File: config.mk
export PLATFORM = sky130hd
export DESIGN_NAME = aad_front
export DESIGN_NICKNAME = d
export VERILOG_FILES = /design/src/rtl/aad_pkg.sv /design/src/rtl/aad_front.sv
export SDC_FILE = /design/constraint.sdc
export NUM_CORES = 1
export LEC_CHECK = 0
export BUFFER_PORTS_ARGS = -buffer_cell sky130_fd_sc_hd__buf_2
export CORE_MARGIN = 1
export CORE_UTILIZATION = 50
export DETAILED_ROUTE_END_ITERATION = 10
export PLACE_DENSITY = 0.8
export SLEW_MARGIN = 20
export SYNTH_ARGS = -nofsm -noshare
export SYNTH_HDL_FRONTEND = slang
export SYNTH_SLANG_ARGS = --single-unit
export TNS_END_PERCENT = 20
File: constraint.sdc
create_clock -name clk -period 5.05 [get_ports clk]
set_input_delay 1.01 -clock clk [delete_from_list [all_inputs] [get_ports clk]]
set_output_delay 1.01 -clock clk [all_outputs]
set_load 0.05 [all_outputs]
File: src/rtl/aad_pkg.sv
`timescale 1ns / 1ps
// ----------------------------------------------------------------------------
// aad_pkg: shared types and constants
// Widths, register indexes, status codes and the front-to-back job record.
// ----------------------------------------------------------------------------
package aad_pkg;
	localparam int MaxWidth  = 256;
	localparam int MaxHeight = 256;
	localparam int FracBits  = 16;
	localparam int DimW      = 9;
	localparam int AddrW     = 16;
	localparam int PixW      = 24;
	localparam int WtW       = FracBits + 1;
	localparam int AccW      = 2 * WtW + 8 + 16;
	localparam int AreaW     = 2 * WtW + 2 * 8;

	localparam logic [2:0] REG_SRC_W  = 3'd0;
	localparam logic [2:0] REG_SRC_H  = 3'd1;
	localparam logic [2:0] REG_WANT_W = 3'd2;
	localparam logic [2:0] REG_WANT_H = 3'd3;
	localparam logic [2:0] REG_DEPTH  = 3'd4;
	localparam logic [2:0] REG_RMASK  = 3'd5;
	localparam logic [2:0] REG_GMASK  = 3'd6;
	localparam logic [2:0] REG_BMASK  = 3'd7;

	localparam logic [1:0] ST_OK    = 2'd0;
	localparam logic [1:0] ST_DEPTH = 2'd1;
	localparam logic [1:0] ST_RANGE = 2'd2;

	typedef struct packed {
		logic                bad;
		logic [1:0]          status;
		logic [DimW-1:0]     w;
		logic [DimW-1:0]     tw;
		logic [DimW-1:0]     h;
		logic [DimW-1:0]     th;
		logic [7:0]          col;
		logic [7:0]          row;
	} job_t;
endpackage

File: src/rtl/aad_front.sv
`timescale 1ns / 1ps
// ----------------------------------------------------------------------------
// aad_front: intake and classification
// Writes load items into the pixel store, checks compute items, queues jobs.
// ----------------------------------------------------------------------------
module aad_front import aad_pkg::*; (
	input  logic             clk,
	input  logic             arst_n,
	input  logic             valid,
	output logic             stall,
	input  logic             action,
	input  logic [15:0]      source_index,
	input  logic [7:0]       red_in,
	input  logic [7:0]       green_in,
	input  logic [7:0]       blue_in,
	input  logic [7:0]       target_col,
	input  logic [7:0]       target_row,
	input  logic [DimW-1:0]  src_w,
	input  logic [DimW-1:0]  src_h,
	input  logic [DimW-1:0]  want_w,
	input  logic [DimW-1:0]  want_h,
	input  logic [5:0]       depth,
	input  logic             back_busy,
	output logic             wr_en,
	output logic [AddrW-1:0] wr_addr,
	output logic [PixW-1:0]  wr_data,
	output logic             job_valid,
	output job_t             job,
	input  logic             job_pop
);
	localparam int QDepth = 2;
	job_t     q_q [QDepth];
	logic [0:0] wp_q, rp_q;
	logic [1:0] cnt_q;
	logic [DimW-1:0] w, h, tw, th;
	job_t     nj;
	logic     push;

	always_comb begin
		w  = (src_w == '0) ? DimW'(1) : ((src_w > DimW'(MaxWidth)) ? DimW'(MaxWidth) : src_w);
		h  = (src_h == '0) ? DimW'(1) : ((src_h > DimW'(MaxHeight)) ? DimW'(MaxHeight) : src_h);
		tw = (want_w == '0 || want_w > w) ? w : want_w;
		th = (want_h == '0 || want_h > h) ? h : want_h;
		nj.w = w; nj.h = h; nj.tw = tw; nj.th = th;
		nj.col = target_col; nj.row = target_row;
		if (depth < 6'd24) begin
			nj.bad = 1'b1; nj.status = ST_DEPTH;
		end else if ({1'b0, target_col} >= tw || {1'b0, target_row} >= th) begin
			nj.bad = 1'b1; nj.status = ST_RANGE;
		end else begin
			nj.bad = 1'b0; nj.status = ST_OK;
		end
	end

	// hold loads while a compute job is queued or being walked
	assign stall     = (cnt_q == 2'(QDepth)) || (!action && (cnt_q != '0 || back_busy));
	assign push      = valid && !stall && action;
	assign wr_en     = valid && !stall && !action;
	assign wr_addr   = source_index;
	assign wr_data   = {red_in, green_in, blue_in};
	assign job_valid = (cnt_q != '0);
	assign job       = q_q[rp_q];

	always_ff @(posedge clk) begin
		if (push) q_q[wp_q] <= nj;
	end

	always_ff @(posedge clk or negedge arst_n) begin
		if (!arst_n) begin
			wp_q <= '0; rp_q <= '0; cnt_q <= '0;
		end else begin
			if (push) wp_q <= wp_q + 1'b1;
			if (job_pop) rp_q <= rp_q + 1'b1;
			cnt_q <= cnt_q + 2'(push) - 2'(job_pop);
		end
	end

	a_no_pop_empty: assert property (@(posedge clk) disable iff (!arst_n)
		job_pop |-> job_valid) else $error("pop from empty queue");
	a_cnt_range: assert property (@(posedge clk) disable iff (!arst_n)
		cnt_q <= 2'(QDepth)) else $error("queue overflow");
	a_no_push_full: assert property (@(posedge clk) disable iff (!arst_n)
		(cnt_q == 2'(QDepth)) |-> !push) else $error("push into full queue");
endmodule

==> results of run 1 <==
## critical path, delay by kind of cell
kind | cells | cell delay (ns)
AOI/OAI and AO/OA | 7 | 1.72
adders and majority gates | 2 | 0.62
buffers and inverters | 2 | 0.27
and+or+nand+nor | 5 | 0.88
## area by class of cell
class / count / area (sq um) / area share, %
sequential: 114 / 3400 / 49.2
inverter: 32 / 120 / 1.74
multi-input combinational: 217 / 1980 / 28.7
tap: 143 / 179 / 2.59
clock inverter: 13 / 166 / 2.41
timing repair buffer: 123 / 628 / 9.09
clock buffer: 19 / 433 / 6.26
## report_power, final
part	switching, mW	internal, mW	leakage, nW	total, mW
Sequential	0.0867	1.20	1.06	1.28
Combinational	0.950	0.415	1.45	1.37
Clock	0.401	0.814	0.291	1.22
## per-layer routing
metal / track usage (%) / wire length (microns) / vias to the layer above
li1: - / - / 1685
met1: 22.0 / 4720 / 1750
met2: 34.3 / 6040 / 130
met3: 6.70 / 770 / 49
met4: 12.5 / 410 / 0
met5: 0 / 0 / -
## sequential cells by signal, indices dropped and copies added (netlist names)
register and flops:
cnt_q 2, q_q 110, wp_q 1, rp_q 1
## cells in the final DEF, fill, tap and decap left out, drive strengths merged, types with 7 or more instances in the layout
master,count
clkinv,8
mux2i,8
ha,36
a21oi,17
inv,32
o21ai,11
edfxtp,110
mux2,64
nor2b,15
nand2,7
buf,123
clkbuf,19
## worst min path at each step
stage	end	slack [ns]	cells after the start
2_1_floorplan	cnt_q[1]$_DFF_PN0_	0.46	1
3_3_place_gp	cnt_q[1]$_DFF_PN0_	0.47	1
3_5_place_dp	cnt_q[1]$_DFF_PN0_	0.50	1
4_1_cts	rp_q$_DFFE_PN0P_	0.38	1
5_1_grt	rp_q$_DFFE_PN0P_	0.39	1
6_report	rp_q$_DFFE_PN0P_	0.39	1
## logic make-up after synthesis
| family | count (synthesis) |
|---|---|
| flip-flops | 114 |
| buffers and inverters | 83 |
| multiplexers | 72 |
| AND/OR/NAND/NOR | 54 |
| AO/OA/AOI/OAI | 51 |
| adder cells (fa/ha/maj) | 36 |
| XOR/XNOR | 4 |
## stage by stage
step | hold WS [ns] | setup WS (ns) | instances | total power, mW | utilization (%)
floorplan | 0.459 | 0.888 | 414 | 2.46 | -
global route | 0.386 | 0.404 | 661 | 4.01 | 60.5
CTS | 0.382 | 0.723 | 661 | 3.90 | 60.5
finish | 0.393 | 0.714 | 661 | 3.86 | 60.5
global placement | 0.473 | 0.447 | 629 | 2.65 | 55.3
detailed placement | 0.496 | 0.309 | 629 | 2.68 | 55.3
==> flow_summary.ini, run 1 <==
[run_status]
outcome = complete, no violations

[flow_run]
cap_violations = 0

[placement]
dp_hpwl_microns = 8420
gp_congestion = 0.846
dpl-instance-area_sq_mm = 0.00631
portBuffers = 118

[detailed_routing]
drt_wl_total_microns = 11900
dr.pass1.iters = 4
viasPerCell = 5.47
dr_total_vias = 3614
wire_per_inst_microns = 18.1
ant_nets = 0
route.detailed.drc = 0
dr.first_iter.drc_count = 181

[setup_path]
reg2reg_to = q_q[1][33]$_DFFE_PP_
endpoint_kind = register
reg2reg_slack_ns = 2.72
critical_path.reg2reg.startpoint = cnt_q[1]$_DFF_PN0_
crit_start = src_h[8]
worstRegToRegCells = 4
arrival_ns = 4.48
path_cells = buf_2 > nor2b_1 > inv_1 > ha_1 > and4_4 > a21oi_1 > a221o_1 > nand2_4 > o21ai_0 > ha_1 > nand2b_1 > a211oi_1 > o21ai_0 > a221oi_1 > a221o_1 > nand3b_1
startpoint_type = primary input
cp_max_fo = 13
critPathSlowestCell = ha_1
critPathKind = primary input to register
crit_end = q_q[0][54]$_DFFE_PP_
critical_path.max_stage_delay_ns = 0.32
required_ns = 5.19

[logic_synthesis]
synth_xor_area_share_pct = 0.598
synth_edf_count = 110
synth_area_sq_mm = 0.00586
yosysMostFrequentCell = edfxtp_1
synth_fa_ha_area_share_pct = 7.69
synth.top_cell.area_share_pct = 56.4
yosys.area.top_type = edfxtp_1
synthTopCellsByArea = edfxtp_1 (56%), mux2_2 (12%), ha_1 (7.7%), buf_4 (5.1%), inv_1 (1.9%)
async_reset_ff_share_pct = 3.51
synth_compound_area_share_pct = 5.68
synthSimpleGateAreaFrac_pct = 5.68
ys_warn_count = 0
synth_mux_area_share_pct = 13.9
syn-instance-count = 414
ys_ff_latch = 114
ys_types = 50
syn-num-nets = 554
synth_area_per_cell_sq_um = 14.2
ys_top_cells_by_count = edfxtp_1 (110), mux2_2 (60), buf_4 (40)
synth_top_family_by_area = multiplexers
seq_area_frac_synth_pct = 58.1
synth_ff_type = edfxtp_1

[clocking]
cts_max_level = 4
ctsHoldBuffers = 0
cts_sinks = 114
cts_root_buf = clkbuf_16
clock_latency_ns = 0.41
cts_buffer_depth = 2
cts_tree = yes
clkTransAtPathRegs_ns = 0.05
cts.repair.resized = 0
cts_buffers = 17
cts_setup_buffers = 0

[final_layout]
area_growth_pct = 18.0
diodes = 0
nNetsFinal = 645
drive_gt1_share_pct = 44.2
fillCellCount = 889
design_area_sq_mm = 0.00691

[hold_path]
hold_class = primary input to asynchronous set/reset pin

[timing]
post-route-period-util_pct = 85.9
period_needed_ns = 4.34
drv_slew = 0
max_freq_ghz = 0.231
slew_headroom_pct = 44.4
finalSetupTns_ns = 0
rsz0062_at_grt = no
final_hold_viol_count = 0
tightest_slew_ns = 0.833
setup_viol = 0
worst_clock_skew_ns = 0.00738

[die]
ios = 202
dieArea_sq_mm = 0.0122
rows = 39
floorplan.initialDensity_pct = 51.3
die_y_microns = 110
core_sq_mm = 0.0114
die_width_microns = 110

[grt]
grt_overflow_total = 0
grt_max_degree = 32
antenna_found_initial = 0
track_usage_pct = 20.3
grt_pass1_vias = 3641
grt_pass1_wl_microns = 17700

[pwr]
power.density_mw_per_mm2 = 559
vdd_drop_max_uv = 535
p_leak_nw = 2.80
Power figures use the tool's default switching activity.
==> run 2, diff against run 1 <==
--- a/config.mk
+++ b/config.mk
@@ -6,6 +6,7 @@
 export NUM_CORES = 1
 export LEC_CHECK = 0
 export BUFFER_PORTS_ARGS = -buffer_cell sky130_fd_sc_hd__buf_2
+export CORE_ASPECT_RATIO = 0.75
 export CORE_MARGIN = 1
 export CORE_UTILIZATION = 50
 export DETAILED_ROUTE_END_ITERATION = 10
==> flow_summary.ini, run 2 (synthesis results as in run 1) <==
[run_status]
outcome = complete, no violations

[clocking]
clock_latency_ns = 0.40
cts.repair.resized = 0
cts_max_level = 4
cts_root_buf = clkbuf_16
cts_tree = yes
cts_buffers = 17
cts_setup_buffers = 0
ctsHoldBuffers = 0
cts_buffer_depth = 2
clkTransAtPathRegs_ns = 0.05
cts_sinks = 114

[grt]
grt_pass1_vias = 3570
track_usage_pct = 21.7
grt_max_degree = 32
grt_pass1_wl_microns = 19300
antenna_found_initial = 0
grt_overflow_total = 0

[setup_path]
crit_start = src_h[8]
critical_path.reg2reg.startpoint = cnt_q[1]$_DFF_PN0_
crit_buf_inv = 2
required_ns = 5.18
reg2reg_slack_ns = 2.64
critical_path.max_stage_delay_ns = 0.36
reg2reg_to = q_q[1][48]$_DFFE_PP_
worstRegToRegCells = 4
startpoint_type = primary input
cp_max_fo = 13
endpoint_kind = register
critPathSlowestCell = o21ai_0
critPathKind = primary input to register
crit_end = q_q[1][54]$_DFFE_PP_
arrival_ns = 4.70
cp_num_cells = 16
path_cells = buf_2 > nor2b_1 > inv_1 > ha_1 > and4_4 > a21oi_1 > a221o_1 > nand2_4 > o21ai_0 > ha_1 > nand2b_1 > a211oi_1 > o21ai_0 > a221oi_1 > a221o_1 > nand3b_1
crit_family = compound AO/OA/AOI/OAI gates

[timing]
worst_clock_skew_ns = 0.00670
setup_viol = 0
rsz0062_at_grt = no
drv_slew = 0
final_hold_viol_count = 0
post-route-period-util_pct = 90.6
slew_headroom_pct = 43.0
tightest_slew_ns = 0.852
finalSetupTns_ns = 0
period_needed_ns = 4.57
max_freq_ghz = 0.219

[final_layout]
design_area_sq_mm = 0.00688
drive_gt1_share_pct = 44.6
diodes = 0
nNetsFinal = 647
final_cell_count_no_fill = 660
regMostFlops = q_q
top_regs = q_q (110), cnt_q (2)
final_common_cell = buf_2
area_growth_pct = 17.3
final_cell_mix = buf_2 (118), edfxtp_1 (110), mux2_2 (60), ha_1 (36), inv_1 (30)
largest_register_ffs = 110

[detailed_routing]
dr_total_vias = 3588
wire_per_inst_microns = 19.2
dr.first_iter.drc_count = 213
viasPerCell = 5.44
drt_wl_total_microns = 12700
dr.pass1.iters = 4
route.detailed.drc = 0
ant_nets = 0

[hold_path]
hold_class = primary input to asynchronous set/reset pin

[die]
ios = 202
core_sq_mm = 0.0111
die_y_microns = 95.8
rows = 33
die_width_microns = 127
floorplan.initialDensity_pct = 52.6
dieArea_sq_mm = 0.0122

[placement]
gp_congestion = 0.917
dpl-instance-area_sq_mm = 0.00632
portBuffers = 118
dp_hpwl_microns = 9210
placed_cells = 628

[pwr]
vdd_drop_max_uv = 246
power.density_mw_per_mm2 = 549
p_leak_nw = 2.78

[flow_run]
cap_violations = 0
## run 2: layout make-up
type                    count  area, sq um
multi-input cells         217         1980
clock buffers              19          433
inverters                  32          120
repair buffers            125          643
clock inverters            13          119
well taps                 140          175
flip-flops and latches    114         3400
fillers                   855         4270
## run 2: report_power, final
| group | internal [mW] | total, mW | switching, mW |
|---|---|---|---|
| Clock | 0.714 | 1.11 | 0.400 |
| Combinational | 0.417 | 1.38 | 0.965 |
| Sequential | 1.20 | 1.28 | 0.0877 |
| Total | 2.33 | 3.78 | 1.45 |
## run 2: how the worst min path moves through the flow
stage               slack (ns)            endpoint          startpoint
finish                    0.41  cnt_q[1]$_DFF_PN0_              arst_n
global route              0.39  cnt_q[1]$_DFF_PN0_              arst_n
CTS                       0.40  cnt_q[1]$_DFF_PN0_              arst_n
detailed placement        0.52  cnt_q[1]$_DFF_PN0_  cnt_q[1]$_DFF_PN0_
global placement          0.47  cnt_q[1]$_DFF_PN0_  cnt_q[1]$_DFF_PN0_
floorplan                 0.46  cnt_q[1]$_DFF_PN0_  cnt_q[1]$_DFF_PN0_
## run 2: stage by stage
stage	power, mW	hold slack, ns	util, %	setup slack, ns
floorplan	2.46	0.459	-	0.888
global placement	2.66	0.474	56.7	0.355
detailed placement	2.69	0.516	56.7	0.148
CTS	3.81	0.395	61.7	0.566
global route	3.93	0.394	61.7	0.184
finish	3.78	0.411	61.7	0.477
## run 2: metal layers
metal / wire length, microns / vias to the layer above / GRT usage [%]
met1: 5690 / 1735 / 27.9
met2: 6110 / 121 / 35.1
li1: - / 1697 / -
met4: 283 / 0 / 9.82
met5: 0 / - / 0
met3: 611 / 35 / 5.45
==> run 3, diff against run 2 <==
--- a/config.mk
+++ b/config.mk
@@ -6,11 +6,13 @@
 export NUM_CORES = 1
 export LEC_CHECK = 0
 export BUFFER_PORTS_ARGS = -buffer_cell sky130_fd_sc_hd__buf_2
+export CELL_PAD_IN_SITES_DETAIL_PLACEMENT = 0
+export CELL_PAD_IN_SITES_GLOBAL_PLACEMENT = 2
 export CORE_ASPECT_RATIO = 0.75
 export CORE_MARGIN = 1
-export CORE_UTILIZATION = 50
+export CORE_UTILIZATION = 36
 export DETAILED_ROUTE_END_ITERATION = 10
-export PLACE_DENSITY = 0.8
+export PLACE_DENSITY_LB_ADDON = 0.1
 export SLEW_MARGIN = 20
 export SYNTH_ARGS = -nofsm -noshare
 export SYNTH_HDL_FRONTEND = slang
==> flow_summary.ini, run 3 (synthesis results as in run 1) <==
[grt]
grt_overflow_total = 0
grt_pass1_vias = 3584
grt_pass1_wl_microns = 20100
track_usage_pct = 16.5
antenna_found_initial = 0
grt_max_degree = 38

[final_layout]
area_growth_pct = 20.3
top_regs = q_q (110), cnt_q (2)
nNetsFinal = 650
drive_gt1_share_pct = 44.7
diodes = 0
final_cell_mix = buf_2 (118), edfxtp_1 (110), mux2_2 (60), ha_1 (36), inv_1 (30)
regMostFlops = q_q
final_common_cell = buf_2
fillCellCount = 1415
largest_register_ffs = 110

[pwr]
p_leak_nw = 2.83
p_int_mw = 2.48
comb_power_share_pct = 35.1
p_sw_share_pct = 36.9
power_frac_seq_pct = 32.7
power.share.clock_pct = 32.2
vdd_drop_max_uv = 298
switching_power_mw = 1.45
power.density_mw_per_mm2 = 558

[detailed_routing]
ant_nets = 0
drt_wl_total_microns = 13200
route.detailed.drc = 0
dr_total_vias = 3540
wire_per_inst_microns = 18.1
dr.pass1.iters = 4
viasPerCell = 4.86
dr.first_iter.drc_count = 177

[hold_path]
hold_class = primary input to asynchronous set/reset pin

[die]
ios = 202
dieArea_sq_mm = 0.0168
floorplan.initialDensity_pct = 37.6
core_sq_mm = 0.0156
rows = 39
die_width_microns = 149
die_y_microns = 112

[clocking]
cts_setup_buffers = 0
cts_max_level = 4
cts_buffers = 17
cts.repair.resized = 0
cts_buffer_depth = 2
cts_sinks = 114
ctsHoldBuffers = 0
clkTransAtPathRegs_ns = 0.05
clock_latency_ns = 0.40
cts_tree = yes
cts_root_buf = clkbuf_16

[timing]
hold_ws_ns = 0.400
slew_headroom_pct = 44.5
period_needed_ns = 4.41
setup_viol = 0
max_freq_ghz = 0.227
post-route-period-util_pct = 87.3
worst_clock_skew_ns = 0.00409
finalSetupTns_ns = 0
drv_slew = 0
rsz0062_at_grt = no
tightest_slew_ns = 0.833
final_hold_viol_count = 0

[setup_path]
endpoint_kind = register
path_cells = buf_2 > nor2b_1 > inv_1 > ha_1 > and4_4 > a21oi_1 > a221o_1 > nand2_4 > o21ai_0 > ha_1 > nand2b_1 > a211oi_1 > o21ai_0 > a221oi_1 > a221o_1 > nand3b_1
arrival_ns = 4.55
critPathKind = primary input to register
reg2reg_slack_ns = 2.73
reg2reg_to = q_q[0][32]$_DFFE_PP_
critPathSlowestCell = o21ai_0
worstRegToRegCells = 4
cp_max_fo = 13
crit_start = src_h[8]
startpoint_type = primary input
critical_path.max_stage_delay_ns = 0.34
required_ns = 5.19
critical_path.reg2reg.startpoint = cnt_q[1]$_DFF_PN0_

[run_status]
outcome = complete, no violations

[placement]
portBuffers = 118
gp_congestion = 0.753
dp_hpwl_microns = 9530

[flow_run]
cap_violations = 0
==> run 3: changes by cell type in the layout (fill, tap and decap cells not counted) <==
cell and change:
buf_4 +3, bufinv_16 +3, clkbuf_1 +1, clkinv_2 -3, clkinv_4 +1, clkinvlp_4 -2
==> run 3: power groups by stage <==
stage	registers (mW)	logic [mW]	clock network (mW)
3_5_place_dp	1.31	1.40	0
6_report	1.29	1.38	1.27
4_1_cts	1.29	1.40	1.30
2_1_floorplan	1.25	1.21	0
3_3_place_gp	1.30	1.39	0
5_1_grt	1.30	1.46	1.34
==> run 3: through the flow <==
step / total power [mW] / cell area (sq um) / setup WS, ns / util (%) / cells
after floorplan: 2.46 / 5860 / 0.888 / - / 414
after global placement: 2.70 / 6430 / 0.316 / 41.3 / 696
after detailed placement: 2.70 / 6430 / 0.168 / 41.3 / 696
after CTS: 3.99 / 7050 / 0.593 / 45.3 / 728
after global routing: 4.10 / 7050 / 0.272 / 45.3 / 728
final: 3.93 / 7050 / 0.639 / 45.3 / 728
==> run 3: cell type report <==
type,count,area (sq um),area share [%]
sequential,114,3400,48.3
multi-input combinational,217,1980,28.1
timing repair buffer,128,666,9.44
clock buffer,20,437,6.19
tap,205,256,3.64
clock inverter,12,188,2.66
inverter,32,120,1.70
==> run 3: worst max path at each step <==
stage | end | slack [ns] | depth (start not counted)
3_5_place_dp | q_q[1][54]$_DFFE_PP_ | 0.17 | 16
3_3_place_gp | q_q[1][54]$_DFFE_PP_ | 0.32 | 16
6_report | q_q[1][54]$_DFFE_PP_ | 0.64 | 16
5_1_grt | q_q[0][54]$_DFFE_PP_ | 0.27 | 16
2_1_floorplan | q_q[0][54]$_DFFE_PP_ | 0.89 | 17
4_1_cts | q_q[1][54]$_DFFE_PP_ | 0.59 | 16
==> run 3: critical path: cells and delay by family <==
family | cells | cell delay (ns)
simple gates | 5 | 0.82
fa+ha+maj | 2 | 0.60
buf+inv | 2 | 0.35
compound gates | 7 | 1.75
==> run 3: layer usage <==
layer	track usage, %	part of all wire, %	routed length (microns)	vias up
met5	0	0	0	-
met1	23.8	50	6600	1682
met2	22.7	42	5520	120
met3	4.59	5.6	741	36
li1	-	-	-	1702
met4	7.89	2.2	293	0
